--- config.mk ---
export PLATFORM = sky130hd
export DESIGN_NAME = crc8_packet_deframer
export DESIGN_NICKNAME = d
export VERILOG_FILES = /design/src/rtl/core/c8pd_pkg.sv /design/src/rtl/core/c8pd_parse.sv /design/src/rtl/core/c8pd_out_reg.sv /design/src/rtl/core/crc8_packet_deframer.sv
export SDC_FILE = /design/constraint.sdc
export NUM_CORES = 1
export LEC_CHECK = 0
export BUFFER_PORTS_ARGS = -buffer_cell sky130_fd_sc_hd__buf_2
export CAP_MARGIN = 20
export CORE_MARGIN = 2
export CORE_UTILIZATION = 55
export CTS_BUF_LIST = sky130_fd_sc_hd__clkbuf_4 sky130_fd_sc_hd__clkbuf_8
export DETAILED_ROUTE_END_ITERATION = 10
export PLACE_DENSITY = 0.84
export SLEW_MARGIN = 20
export SYNTH_ARGS = -nofsm -noshare
export SYNTH_HDL_FRONTEND = slang
export SYNTH_SLANG_ARGS = --single-unit
--- constraint.sdc ---
create_clock -name i_clk -period 32.3 [get_ports i_clk]
set_input_delay 4.845 -clock i_clk [delete_from_list [all_inputs] [get_ports i_clk]]
set_output_delay 4.845 -clock i_clk [all_outputs]
set_load 0.03 [all_outputs]
--- src/rtl/core/c8pd_pkg.sv ---
// Shared types, constants and the CRC-8 byte update for the CRC-8 packet deframer.
package c8pd_pkg;

    localparam int unsigned MAX_BODY_DEF = 32;
    localparam int unsigned FIELD_BYTES  = 14;
    localparam int unsigned GOOD_LENGTH  = 15;
    localparam int unsigned TDATA_W      = 128;

    localparam logic [7:0] MARK_START = 8'hDE;
    localparam logic [7:0] MARK_END   = 8'hAD;
    localparam logic [7:0] CRC_POLY   = 8'h07;

    localparam logic [1:0] ST_GOOD    = 2'd0;
    localparam logic [1:0] ST_CRC_BAD = 2'd1;
    localparam logic [1:0] ST_BAD_LEN = 2'd2;

    typedef struct packed {
        logic [63:0] data_word;
        logic [15:0] send_delay;
        logic [15:0] spi_delay;
        logic [7:0]  size_byte;
        logic [7:0]  flag_byte;
        logic [7:0]  body_length;
        logic [1:0]  status;
    } t_result;

    function automatic logic [7:0] crc8_add(input logic [7:0] crc, input logic [7:0] b);
        logic [7:0] c;
        c = crc ^ b;
        for (int i = 0; i < 8; i++) begin
            if (c[7]) begin
                c = {c[6:0], 1'b0} ^ CRC_POLY;
            end else begin
                c = {c[6:0], 1'b0};
            end
        end
        return c;
    endfunction

endpackage

--- src/rtl/core/c8pd_parse.sv ---
// Frame state machine, running CRC-8 and field store; forms one result at frame end.
module c8pd_parse
    import c8pd_pkg::*;
#(
    parameter int unsigned MAX_BODY = MAX_BODY_DEF
) (
    input  logic       i_clk,
    input  logic       i_rst_n,
    input  logic       i_go,
    input  logic [7:0] i_byte,
    output logic       o_res_valid,
    output t_result    o_res
);

    localparam int unsigned CW     = $clog2(MAX_BODY + 1);
    localparam int unsigned FIDX_W = $clog2(FIELD_BYTES);

    localparam logic [1:0] PH_HUNT1 = 2'd0;
    localparam logic [1:0] PH_HUNT2 = 2'd1;
    localparam logic [1:0] PH_BODY  = 2'd2;
    localparam logic [1:0] PH_MARK  = 2'd3;

    logic [1:0]    r_phase, n_phase;
    logic [7:0]    r_crc, n_crc;
    logic [7:0]    r_crc_prev, n_crc_prev;
    logic [7:0]    r_prev, n_prev;
    logic [CW-1:0] r_count, n_count;
    logic [7:0]    r_store [FIELD_BYTES];
    logic          store_we;
    logic          good_len;

    always_comb begin
        n_phase     = r_phase;
        n_crc       = r_crc;
        n_crc_prev  = r_crc_prev;
        n_prev      = r_prev;
        n_count     = r_count;
        store_we    = 1'b0;
        o_res_valid = 1'b0;
        case (r_phase)
            PH_HUNT1: begin
                n_phase = (i_byte == MARK_START) ? PH_HUNT2 : PH_HUNT1;
            end
            PH_HUNT2: begin
                if (i_byte == MARK_START) begin
                    n_phase    = PH_BODY;
                    n_crc      = '0;
                    n_crc_prev = '0;
                    n_prev     = '0;
                    n_count    = '0;
                end else begin
                    n_phase = PH_HUNT1;
                end
            end
            PH_BODY: begin
                if (i_byte == MARK_START) begin
                    n_phase = PH_MARK;
                end else if (r_count >= CW'(MAX_BODY)) begin
                    n_phase = PH_HUNT1;
                end else begin
                    store_we   = (r_count < CW'(FIELD_BYTES));
                    n_crc_prev = r_crc;
                    n_crc      = crc8_add(r_crc, i_byte);
                    n_prev     = i_byte;
                    n_count    = r_count + 1'b1;
                end
            end
            PH_MARK: begin
                if (i_byte != MARK_END) begin
                    n_phase = (i_byte == MARK_START) ? PH_HUNT2 : PH_HUNT1;
                end else begin
                    n_phase     = PH_HUNT1;
                    o_res_valid = i_go;
                end
            end
            default: begin
                n_phase = PH_HUNT1;
            end
        endcase
    end

    assign good_len = (r_count == CW'(GOOD_LENGTH));

    always_comb begin
        o_res             = '0;
        o_res.body_length = 8'(r_count);
        if (!good_len) begin
            o_res.status = ST_BAD_LEN;
        end else begin
            o_res.status     = (r_crc_prev == r_prev) ? ST_GOOD : ST_CRC_BAD;
            o_res.flag_byte  = r_store[0];
            o_res.size_byte  = r_store[1];
            o_res.spi_delay  = {r_store[2], r_store[3]};
            o_res.send_delay = {r_store[4], r_store[5]};
            o_res.data_word  = {r_store[6], r_store[7], r_store[8], r_store[9],
                                r_store[10], r_store[11], r_store[12], r_store[13]};
        end
    end

    always_ff @(posedge i_clk) begin
        if (!i_rst_n) begin
            r_phase    <= PH_HUNT1;
            r_crc      <= '0;
            r_crc_prev <= '0;
            r_prev     <= '0;
            r_count    <= '0;
        end else if (i_go) begin
            r_phase    <= n_phase;
            r_crc      <= n_crc;
            r_crc_prev <= n_crc_prev;
            r_prev     <= n_prev;
            r_count    <= n_count;
        end
    end

    always_ff @(posedge i_clk) begin
        if (i_go && store_we) begin
            r_store[r_count[FIDX_W-1:0]] <= i_byte;
        end
    end

endmodule

--- src/rtl/core/c8pd_out_reg.sv ---
// Result register that holds one frame result and drives the master-side stream.
module c8pd_out_reg
    import c8pd_pkg::*;
(
    input  logic               i_clk,
    input  logic               i_rst_n,
    input  logic               i_res_valid,
    input  t_result            i_res,
    output logic               o_space,
    output logic               o_m_tvalid,
    input  logic               i_m_tready,
    output logic [TDATA_W-1:0] o_m_tdata
);

    logic    r_valid;
    t_result r_res;

    assign o_space    = !r_valid || i_m_tready;
    assign o_m_tvalid = r_valid;
    assign o_m_tdata  = TDATA_W'(r_res);

    always_ff @(posedge i_clk) begin
        if (!i_rst_n) begin
            r_valid <= 1'b0;
        end else if (o_space) begin
            r_valid <= i_res_valid;
        end
    end

    always_ff @(posedge i_clk) begin
        if (o_space && i_res_valid) begin
            r_res <= i_res;
        end
    end

endmodule

--- src/rtl/core/crc8_packet_deframer.sv ---
// Top level of the CRC-8 packet deframer: input register, frame parser and result register.
//
//  channel  direction  tdata fields (lowest bit up)
//  s        in         rx_byte[7:0]
//  m        out        status[1:0], body_length[9:2], flag_byte[17:10], size_byte[25:18],
//                      spi_delay[41:26], send_delay[57:42], data_word[121:58], zero[127:122]
//
// One word is taken per cycle unless the master side stalls; a word waits in the input
// register and its result, if it closes a frame, is held in the result register.
// The input register is freed whenever the result register has room, so a stalled
// master side holds at most one word inside before the slave side stalls.
// Reset clears the control state only; the field bytes need none.
module crc8_packet_deframer
    import c8pd_pkg::*;
#(
    parameter int unsigned MAX_BODY = MAX_BODY_DEF
) (
    input  logic               i_clk,
    input  logic               i_rst_n,
    input  logic               i_s_tvalid,
    output logic               o_s_tready,
    input  logic [7:0]         i_s_tdata,  // rx_byte[7:0]
    output logic               o_m_tvalid,
    input  logic               i_m_tready,
    output logic [TDATA_W-1:0] o_m_tdata   // status, body_length, flag_byte, size_byte,
                                           // spi_delay, send_delay, data_word, zero padding
);

    logic       r_in_valid;
    logic [7:0] r_in_byte;
    logic       space;
    logic       go;
    logic       res_valid;
    t_result    res;

    assign go         = r_in_valid && space;
    assign o_s_tready = !r_in_valid || space;

    always_ff @(posedge i_clk) begin
        if (!i_rst_n) begin
            r_in_valid <= 1'b0;
        end else if (o_s_tready) begin
            r_in_valid <= i_s_tvalid;
        end
    end

    always_ff @(posedge i_clk) begin
        if (o_s_tready && i_s_tvalid) begin
            r_in_byte <= i_s_tdata;
        end
    end

    c8pd_parse #(
        .MAX_BODY (MAX_BODY)
    ) u_parse (
        .i_clk       (i_clk),
        .i_rst_n     (i_rst_n),
        .i_go        (go),
        .i_byte      (r_in_byte),
        .o_res_valid (res_valid),
        .o_res       (res)
    );

    c8pd_out_reg u_out_reg (
        .i_clk       (i_clk),
        .i_rst_n     (i_rst_n),
        .i_res_valid (res_valid),
        .i_res       (res),
        .o_space     (space),
        .o_m_tvalid  (o_m_tvalid),
        .i_m_tready  (i_m_tready),
        .o_m_tdata   (o_m_tdata)
    );

endmodule
==> After elaboration in Yosys (flattened, before gate mapping) <==
Memories as Yosys holds them, arrays and structs flattened. A register that Yosys moved wholly into a read port is not among the register bits.
Index checks and enable logic that the tools add are counted.
{ "op_classes": {"n_eq_ne": 11, "shift": 0, "addsub": 1, "reduce_logical": 26, "magnitude_cmp": 2, "bitwise_logic": 9, "n_mul": 0, "muxes": 57, "n_div": 0} }
{ "ops": {"columns": ["cell", "count"], "rows": [
  ["$mux 8", 28],
  ["$pmux 8 s2", 3],
  ["$mux 3", 8],
  ["$not 3->3", 8],
  ["$mux 6", 3],
  ["$logic_not 1->1", 16],
  ["$pmux 6 s2", 1],
  ["$mux 1", 9],
  ["$eq 8x8->1", 1],
  ["$eq 8x8->1 const B", 1],
  ["$mux 2", 4],
  ["$ne 8x8->1 const B", 1],
  ["$pmux 2 s4", 1],
  ["$xor 8x8->8", 1],
  ["$add 6x1->6 const B", 1],
  ["$eq 6x4->1 const B", 1],
  ["$ge 6x6->1 const B", 1],
  ["$lt 6x4->1 const B", 1],
  ["$reduce_and 5->1", 1],
  ["$eq 2x2->1 const B", 2],
  ["$logic_and 1x1->1", 4],
  ["$ne 2x2->1 const B", 2],
  ["$ne 3x1->1 const B", 1],
  ["$eq 2x1->1 const B", 1],
  ["5 further kinds", 6]
]} }
{ "word_totals": {"in_bits": 12, "latchBits": 0, "regBits": 50, "memories": 1, "out_inout_bits": 130, "romBits": 0, "mem_bits_rw": 112, "elab_cells": 117} }
{ "mem_list": {"columns": ["name", "depth", "width", "read_ports", "rd_clocked_by_memory_dff", "write_ports", "line_no", "source"], "rows": [
  ["u_parse.r_store", 14, 8, 14, 14, 1, "c8pd_parse.sv:28", "logic [7:0] r_store [FIELD_BYTES];"]
]} }

==> Logic depth before layout (Yosys ltp) <==
Gate-level depths: netlist of run 1.
{ "depth": {"depth_word": 41, "ltp_mapped": 7, "mapped_depth_nobuf": 5} }

==> Modules after synthesis <==
A second synthesis of run 1 with hierarchy kept.
{ "hier_totals": {"cells_unflattened": 614, "hier_area_um2": 10044.6} }
{ "modules_own_cells": {"columns": ["mod", "n_inst", "area_each_um2", "seq_area_each_um2", "cells_each"], "rows": [
  ["c8pd_parse", 1, 5969.5, 4003.8, 466],
  ["c8pd_out_reg", 1, 3769.9, 3683.5, 134],
  ["crc8_packet_deframer", 1, 305.3, 260.2, 14]
]} }

==> Least setup slack after synthesis of run 1 <==
No wires, ideal clock.
{ "synth_path": {"path_kind": "input port to flip-flop", "from": "input port i_m_tready", "to": "register u_out_reg.r_res (netlist bit u_out_reg.o_m_tdata[0]) (enable)", "n_path_buf": 0, "setup_slack_ns": 14.873, "arrival_time_ns": 16.530, "required_ns": 31.404, "path_stages": 3, "path_cell_list": "nand2b_1 -> nand2_1 -> nor4_1"} }
{ "synth_via": {"elab_chain_cells": 5} }
{ "synth_lines": {"columns": ["item", "line_no", "source"], "rows": [
  ["start: declaration", "crc8_packet_deframer.sv:24", "input logic i_m_tready,"],
  ["$logic_or 1x1->1 *", "c8pd_out_reg.sv:18", "assign o_space = !r_valid || i_m_tready;"],
  ["$logic_and 1x1->1", "crc8_packet_deframer.sv:36", "assign go = r_in_valid && space;"],
  ["$mux 1", "c8pd_parse.sv:69", "if (i_byte != MARK_END) begin"],
  ["$mux 1", "c8pd_parse.sv:40", "case (r_phase)"],
  ["$logic_and 1x1->1 *", "c8pd_out_reg.sv:31", "if (o_space && i_res_valid) begin"],
  ["end signal: assignment", "c8pd_out_reg.sv:32", "r_res <= i_res;"],
  ["end: declaration", "c8pd_out_reg.sv:16", "t_result r_res;"]
]} }
Mark *: on every way between the ends. The rest lies on a longest branch, timed or not.
A chain may end at the register's enable or synchronous reset.

==> Worst setup path after layout of run 1 <==
{ "layout_path": {"from": "input port i_m_tready", "to": "output port o_s_tready"} }
{ "layout_via": {"elab_chain_cells": 2} }
{ "layout_lines": {"columns": ["item", "line_no", "source"], "rows": [
  ["$logic_or 1x1->1", "c8pd_out_reg.sv:18", null],
  ["$logic_or 1x1->1", "crc8_packet_deframer.sv:37", "assign o_s_tready = !r_in_valid || space;"],
  ["end: declaration", "crc8_packet_deframer.sv:21", "output logic o_s_tready,"]
]} }
Every way passes these cells.

==> results of run 1 <==
[per-stage QoR]
step	hold slack, ns	total power, W
6_report	0.466	0.000673
5_1_grt	0.483	0.000697
4_1_cts	0.465	0.000679
3_5_place_dp	0.455	0.000407
3_3_place_gp	0.450	0.000407
2_1_floorplan	0.406	0.000402
[kinds of logic (layout without fill, tap and decap cells)]
kind of cell    Yosys count  after routing  share of synthesized area, %
other cells               1              8                        0.0377
fa+ha+maj                 4              4                         0.504
buf+inv                  36            216                          1.71
simple gates            231            231                          13.3
flops                   274            274                          79.4
xor+xnor                 30             30                          2.64
compound gates           42             42                          2.44
[area by class of cell]
| class | count | area, um2 |
|---|---|---|
| Clock buffer | 60 | 719 |
| Sequential cell | 274 | 7890 |
| Tap cell | 229 | 287 |
| Multi-Input combinational cell | 315 | 1920 |
| Inverter | 4 | 15.0 |
| Fill cell | 1204 | 6220 |
| Timing Repair Buffer | 137 | 696 |
| Clock inverter | 15 | 93.8 |
[cell usage in the layout, fill, tap and decap left out, drive strengths merged, types with 6 or more instances in the layout]
cell type | synthesis | routed
xnor2 | 19 | 19
buf | 12 | 137
clkbuf | 20 | 60
nand3 | 27 | 27
nand2 | 30 | 30
xor2 | 11 | 11
dfxtp | 34 | 34
conb | 1 | 8
and2 | 116 | 116
a31oi | 6 | 6
edfxtp | 240 | 240
clkinv | 1 | 14
a21oi | 24 | 24
nor2 | 23 | 23
nand2b | 7 | 7
[registers in the layout, summed over array words and instances (netlist names), 2 cells and up]
| signal | flops |
|---|---|
| u_out_reg.o_m_tdata | 120 |
| u_parse.r_store | 112 |
| r_in_byte | 8 |
| u_parse.r_crc | 8 |
| u_parse.r_crc_prev | 8 |
| u_parse.r_prev | 8 |
| u_parse.r_count | 6 |
| u_parse.r_phase | 2 |
[where the power goes]
part	leakage, nW	switching [W]	internal, W	total, W
combinational	1.03	0.00000509	0.00000353	0.00000862
sequential	2.19	0.00000662	0.000384	0.000391
clock	0.438	0.000122	0.000152	0.000273
total	3.65	0.000134	0.000539	0.000673
[synthesized netlist by cell type (2+ instances only)]
cell / instances / share of area (%)
a22oi_1: 2 / 0.15
a211oi_1: 2 / 0.15
and4b_1: 2 / 0.20
or3_1: 5 / 0.31
clkbuf_1: 20 / 0.76
xor2_1: 11 / 0.97
a21oi_1: 24 / 1.2
buf_2: 4 / 0.20
buf_4: 8 / 0.60
nand4b_1: 2 / 0.18
ha_1: 4 / 0.50
o21ai_0: 3 / 0.15
inv_1: 3 / 0.11
nand2b_1: 7 / 0.44
nand3b_1: 4 / 0.30
nand3_1: 27 / 1.4
nor3_1: 2 / 0.10
edfxtp_1: 240 / 73
nand2_1: 30 / 1.1
nor2b_1: 2 / 0.13
nor2_1: 23 / 0.87
dfxtp_1: 34 / 6.9
and2_1: 116 / 7.3
a31oi_1: 6 / 0.38
xnor2_1: 19 / 1.7
nor4_1: 4 / 0.25
[path summary, 6_finish.rpt]
path                     startpoint                endpoint  slack, ns  depth (start not counted)
hold / removal    u_parse.r_prev[4]       u_parse.r_prev[4]       0.47                          2
setup / recovery         i_m_tready              o_s_tready      22.07                          4
setup reg to reg       r_in_byte[0]  u_parse.r_store[10][1]      28.92                          5
hold reg to reg   u_parse.r_prev[4]       u_parse.r_prev[4]       0.47                          2
[routing by layer]
metal,track usage [%],vias to the layer above,part of all wire (%)
met5,0,-,0
li1,-,2532,-
met4,8.16,0,3.1
met2,30.6,246,48
met3,4.54,43,8.1
met1,25.3,2586,41
[critical path, delay by kind of cell]
kind / cells / cell delay [ns]
buffers and inverters: 2 / 0.28
and+or+nand+nor: 2 / 0.26
==> impl_metrics.toml, run 1 <==
[synthesis]
ys_warn_count = 0
syn_inst = 618
synth_cell_types = 40
synth_edf_count = 240
async_flop_share_pct = 0
ys_seq_elements = 274
ys_seq_area_share_pct = 79.4
syn_avg_cell_area_um2 = 16.1
synth_ff_type = "edfxtp_1"
netlist_area_um2 = 9940

[final_layout]
area_growth_pct = 17.0
antenna_cells = 0
fin_util_pct = 65.1
nets = 790
stdcell_count = 1034
drive_gt1_share_pct = 26.0
final_area_um2 = 11600

[grt]
grt_pass1_wl_um = 28200
grt_max_degree = 89
overflow = 0
grt_pass1_vias = 5212
antenna_found_initial = 0
track_usage_pct = 19.0

[clocking]
cts_buffers = 42
root_buffer = "clkbuf_8"
postCtsSetupRepairBufs = 0
cts-resized-gates = 0
h-tree-depth = 2
cts_tree = "built"
cts.path.max_buffers = 3
clkSinkCount = 274
hold_buffers = 0
path_clk_slew_ns = 0.06
worstSkewPairLatency_ns = 0.54

[drt]
route.detailed.drc = 0
drt-initial-drc-count = 355
drt_first_pass_iters = 5
final_antenna_net_count = 0
avgViaCountPerCell = 5.23
routed_wl_um = 18000
vias = 5407
routedWlPerCell_um = 17.4

[sta]
timing.final.ws_setup_ns = 22.07
fin_crit_ns = 10.23
clock_skew_ns = 0.0241
fin_tns_setup_ns = 0
rsz0062_at_grt = "no"
fmax_mhz = 97.8
drv_slew = 0
tightest_slew_ns = 1.08
finalHoldViolations = 0
setup-violations-final = 0
slew_headroom_pct = 28.3
period_share_pct = 31.7

[flow_run]
drv_cap = 0

[floorplan]
die_h_um = 138
die_w_um = 138
core_area_um2 = 17800
row_count = 49
initial_core_util_pct = 55.7
die-area_um2 = 19200
io_pins = 142

[worst_setup_path]
cp_cell_sequence = "buf_2 -> nor2b_1 -> nand2_1 -> buf_2"
critPathMostFrequentCell = "buf_2"
critPathRequiredTime_ns = 27.45
critPathLaunchType = "input port"
slowest_delay_ns = 0.18
crit_arrival_ns = 5.38
crit_fanout = 3
critical_path_class = "in -> out"
cpMaxStageDelayCell = "nor2b_1"
crit_path_end_kind = "primary output"

[place]
dp_hpwl_um = 10800
dp_cells = 959
dpl_worst_slack_ns = 22.07
placedInstanceArea_um2 = 10800
gp_congestion = 0.826
port_buffers = 133

[min_path]
hold_path_class = "reg -> reg"

[outcome]
status = "completed"

[pwr]
p_per_area_nw_per_um2 = 57.9
cellLeakagePower_nw = 3.65
vdd_drop_max_mv = 0.0393
No activity file was read; power rests on OpenSTA's default activity.
==> run 2: changes to the inputs <==
CORE_UTILIZATION = 53   (was 55)
PLACE_DENSITY = 0.85   (was 0.84)
clock period = 8.8 ns   (was 32.3 ns; I/O delays follow)
==> run 2 against run 1 <==
- combinational power increased to 3.8 times the previous value
- sequential cell count unchanged
- clock skew decreased by 0.0030 ns
- largest power group unchanged
==> impl_metrics.toml, run 2 (synthesis results as in run 1) <==
[sta]
fmax_mhz = 299
tightest_slew_ns = 1.02
finalHoldViolations = 0
slew_headroom_pct = 31.5
fin_tns_setup_ns = 0
drv_slew = 0
setup-violations-final = 0
rsz0062_at_grt = "no"
clock_skew_ns = 0.0211
period_share_pct = 38.0
fin_crit_ns = 3.34

[floorplan]
die_w_um = 141
initial_core_util_pct = 53.5
row_count = 50
die_h_um = 141
core_area_um2 = 18600
die-area_um2 = 19900
io_pins = 142

[pwr]
clkPwrFrac_pct = 39.9
p_sw_w = 0.000487
vdd_drop_max_mv = 0.108
p_int_w = 0.00195
cellLeakagePower_nw = 3.64
seqPwrFrac_pct = 58.8
combPwrFrac_pct = 1.3
switching_share_pct = 20.0
p_per_area_nw_per_um2 = 210
finalPower_w = 0.00244

[flow_run]
drv_cap = 0

[drt]
routedWlPerCell_um = 18.5
routed_wl_um = 19100
final_antenna_net_count = 0
vias = 5491
drt-initial-drc-count = 395
avgViaCountPerCell = 5.32
drt_first_pass_iters = 5
route.detailed.drc = 0

[final_layout]
layout_commonest_cell = "edfxtp_1"
stdcell_count = 1033
antenna_cells = 0
largest_register_ffs = 120
drive_gt1_share_pct = 25.8
final_cell_mix = "edfxtp_1, buf_2, and2_1"
nets = 789
area_growth_pct = 16.7

[place]
port_buffers = 133
gp_congestion = 0.772
dp_cells = 965
dp_hpwl_um = 12200

[clocking]
root_buffer = "clkbuf_8"
cts.path.max_buffers = 3
clkSinkCount = 274
hold_buffers = 0
path_clk_slew_ns = 0.06
cts-resized-gates = 0
postCtsSetupRepairBufs = 0
cts_tree = "built"
worstSkewPairLatency_ns = 0.53
h-tree-depth = 2
cts_buffers = 40

[min_path]
min_path_cells = 2
worst_hold_startpoint = "u_parse.r_crc_prev[2]"
hold_path_class = "reg -> reg"
whs_endpoint = "u_parse.r_crc_prev[2]"

[grt]
antenna_found_initial = 0
track_usage_pct = 19.4
grt_max_degree = 63
grt_pass1_vias = 5359
grt_pass1_wl_um = 29800
overflow = 0

[worst_setup_path]
cp_cell_sequence = "nand4b_1 -> nor2_1 -> nor4_2 -> nand3b_1 -> nor2_1"
r2r-start = "r_in_byte[0]"
reg2reg_depth = 5
r2r_end = "u_parse.r_store[6][0]"
critPathMostFrequentCell = "nor2_1"
cpMaxStageDelayCell = "edfxtp_1"
crit_arrival_ns = 3.50
r2r_setup_slack_ns = 5.46
crit_fanout = 19
critical_path_class = "reg -> reg"
critPathLaunchType = "flop"
slowest_delay_ns = 0.93
crit_path_end_kind = "flop"
critPathRequiredTime_ns = 8.95

[outcome]
status = "completed"
==> run 2: routing by layer <==
| metal | up-vias | track usage [%] | wire length (um) |
|---|---|---|---|
| met5 | - | 0 | 0 |
| met4 | 0 | 5.47 | 291 |
| met3 | 28 | 4.14 | 1270 |
| met2 | 253 | 32.2 | 9500 |
| met1 | 2686 | 26.3 | 8060 |
| li1 | 2524 | - | - |
==> run 2: how the worst max path moves through the flow <==
stage	depth (start not counted)	to	slack, ns	startpoint
detailed placement	6	u_parse.r_store[5][2]	5.12	i_m_tready
CTS	5	u_parse.r_store[4][2]	5.51	r_in_byte[0]
global placement	6	u_parse.r_store[5][1]	5.16	i_m_tready
floorplan	3	u_out_reg.o_m_tdata[0]	0.02	i_m_tready
finish	5	u_parse.r_store[6][0]	5.46	r_in_byte[0]
global route	5	u_parse.r_store[6][0]	5.31	r_in_byte[0]
==> run 2: through the flow <==
stage               worst slack (ns)  instance area [um2]  utilization, %  hold WS, ns
floorplan                     0.0192                 9970               -        0.406
global placement                5.16                10800            58.3        0.450
detailed placement              5.12                10800            58.3        0.457
CTS                             5.51                11600            62.4        0.466
global route                    5.31                11600            62.4        0.483
finish                          5.46                11600            62.4        0.464
==> run 2: worst max-delay path, delay by kind of cell (launching register included) <==
kind	cells	cell delay (ns)
flip-flops	1	0.93
AND/OR/NAND/NOR	5	2.03
==> run 2: power by group through the flow <==
stage	sequential [W]	combinational [W]	clock (W)
after floorplan	0.00145	0.0000286	0
after global placement	0.00146	0.0000319	0
after detailed placement	0.00146	0.0000322	0
after CTS	0.00143	0.0000325	0.000986
after global routing	0.00143	0.0000355	0.00104
final	0.00143	0.0000326	0.000972
==> run 2: final cells by class <==
type / count / area, um2
clock inverters: 10 / 47.5
well taps: 234 / 293
fillers: 1257 / 6980
inverters: 4 / 15.0
multi-input cells: 315 / 1930
flip-flops and latches: 274 / 7890
repair buffers: 138 / 703
clock buffers: 58 / 723
==> run 3: changes to the inputs <==
ABC_AREA = 1   (was unset)
CORE_UTILIZATION = 55   (was 53)
PLACE_DENSITY = 0.84   (was 0.85)
clock period = 3.43 ns   (was 8.8 ns; I/O delays follow)
==> run 3 against run 2 <==
- critical path depth increased by 3
- first-iteration DRC count down 2.0%
- sequential share of layout area fell by 3.5 points
- maximum frequency is 32% higher
- register-to-register slack lost 4.6 ns
- worst setup slack worse by 4.6 ns
- die area is essentially flat
- sequential power increased to 2.5 times the previous value
- hold slack got worse by 0.31 ns
- combinational power rose to 3.6 times the previous value
- critical endpoint is now u_parse.r_store[6][3]
- largest cell class unchanged
- largest power group unchanged
==> impl_metrics.toml, run 3 <==
[floorplan]
die_w_um = 141
io_pins = 142
core_area_um2 = 18500
initial_core_util_pct = 55.6
row_count = 50
die-area_um2 = 19800
die_h_um = 141

[sta]
clock_skew_ns = 0.0271
setup-violations-final = 0
period_share_pct = 74.1
fin_crit_ns = 2.54
finalHoldViolations = 0
rsz0062_at_grt = "no"
drv_slew = 0
slew_headroom_pct = 50.2
tightest_slew_ns = 0.748
fmax_mhz = 394

[drt]
route.detailed.drc = 0
routedWlPerCell_um = 16.4
avgViaCountPerCell = 5.03
drt_first_pass_iters = 5
routed_wl_um = 20400
final_antenna_net_count = 0
drt-initial-drc-count = 387
vias = 6271

[grt]
overflow = 0
grt_use_met3_pct = 5.06
grt.busiest_layer = "met2"
antenna_found_initial = 0
track_usage_pct = 20.5
grtUsageMet2_pct = 35.0
use_met1_pct = 24.8
grt_max_degree = 63
grt_pass1_vias = 6214
grt_pass1_wl_um = 31200

[clocking]
cts-resized-gates = 0
cts_tree = "built"
hold_buffers = 0
clkSinkCount = 274
h-tree-depth = 2
cts_buffers = 42
cts.path.max_buffers = 3
root_buffer = "clkbuf_8"
worstSkewPairLatency_ns = 0.55
path_clk_slew_ns = 0.06
postCtsSetupRepairBufs = 0

[synthesis]
synth_ff_type = "edfxtp_1"
async_flop_share_pct = 0
syn_avg_cell_area_um2 = 12.8
syn_inst = 802
synth_top_area_share_pct = 70.0
yosys.area.top_type = "edfxtp_1"
yosysMostFrequentCell = "edfxtp_1"
synth_edf_count = 240
yosys-top-cells-area = "edfxtp_1, dfxtp_1, inv_1, nor2_1, nand2_1"
ys_warn_count = 0
ys_top_cells_by_count = "edfxtp_1, inv_1, nor2_1"
ys_seq_area_share_pct = 76.6
ys_seq_elements = 274
netlist_area_um2 = 10300
synth_cell_types = 33

[outcome]
status = "completed"

[pwr]
cellLeakagePower_nw = 5.48
vdd_drop_max_mv = 0.293
p_per_area_nw_per_um2 = 532

[min_path]
hold_path_class = "in -> reg"

[worst_setup_path]
critical_path_class = "reg -> reg"
crit_fanout = 19
critPathRequiredTime_ns = 3.68
critPathLaunchType = "flop"
crit_arrival_ns = 2.79
crit_path_end_kind = "flop"

[place]
port_buffers = 133
dp_hpwl_um = 13000
gp_congestion = 0.832
dp_cells = 1174

[final_layout]
nets = 1000
layout_commonest_cell = "edfxtp_1"
register_area_um2 = 7890
antenna_cells = 0
multi_input_area_um2 = 1740
largest_register_ffs = 120
stdcell_count = 1246
final_cell_mix = "edfxtp_1, inv_1, buf_2"
fin_util_pct = 66.1
drive_gt1_share_pct = 26.3
area_growth_pct = 18.8
nFillCells = 1253

[flow_run]
drv_cap = 0
==> run 3: changes by cell type after synthesis, sizes merged, moves of 9 or more <==
cell	previous run	this run
a21oi	24	33
and2	116	1
buf	12	22
clkbuf	20	8
inv	3	150
nand2	30	113
nand3	27	17
nor2	23	133
nor3	2	17
xnor2	19	7
==> run 3: final timing paths <==
kind                         startpoint                    end  slack, ns  depth (start not counted)
setup reg to reg           r_in_byte[7]  u_parse.r_store[6][3]       0.89                          8
setup / recovery           r_in_byte[7]  u_parse.r_store[6][3]       0.89                          8
hold reg to reg   u_parse.r_crc_prev[5]  u_parse.r_crc_prev[5]       0.48                          2
hold / removal             i_s_tdata[7]           r_in_byte[7]       0.15                          1
==> run 3: layout make-up <==
type / instances / share of cell area, %
Multi-Input combinational cell: 355 / 14.3
Sequential cell: 274 / 64.5
Inverter: 150 / 4.60
Timing Repair Buffer: 161 / 7.16
Clock inverter: 18 / 1.56
Tap cell: 234 / 2.39
Clock buffer: 54 / 5.56
==> run 3: report_power, final <==
group / switching, W / total (W) / internal, W
clock network: 0.00118 / 0.00279 / 0.00160
logic: 0.0000890 / 0.000116 / 0.0000274
registers: 0.00000287 / 0.00361 / 0.00360
==> run 3: logic make-up (layout without fill, tap and decap cells) <==
group           count (synthesis)  in the layout  synth area share (%)
simple gates                  288            288                  11.8
xor+xnor                       19             19                  1.62
buf+inv                       180            383                  7.23
flops                         274            274                  76.6
other cells                     1              8                0.0364
fa+ha+maj                       4              4                 0.486
compound gates                 36             36                  2.23
==> run 3: metal layers <==
layer	wire length [um]	vias to the layer above
met5	0	-
met4	580	0
met3	1730	48
met2	10300	298
met1	7780	2970
li1	-	2955
==> run 3: metrics by stage <==
step           power, W  setup TNS (ns)  worst slack [ns]  instance area, um2  hold WS (ns)
2_1_floorplan   0.00375         -206.35             -1.71               10400         0.431
3_3_place_gp    0.00379               0             0.856               11400         0.462
3_5_place_dp    0.00379               0             0.783               11400         0.469
4_1_cts         0.00654               0             0.918               12200         0.129
5_1_grt         0.00669               0             0.717               12200         0.129
6_report        0.00651               0             0.890               12200         0.151
==> run 3: worst max-delay path, stage by stage (launching register included) <==
cell and delay, ns:
edfxtp_1 0.37, buf_4 0.22, inv_2 0.08, nor2_1 0.04, and2_4 0.16, nand2_2 0.11, nand4_1 0.58, nor3_1 0.43
buf_4 0.24
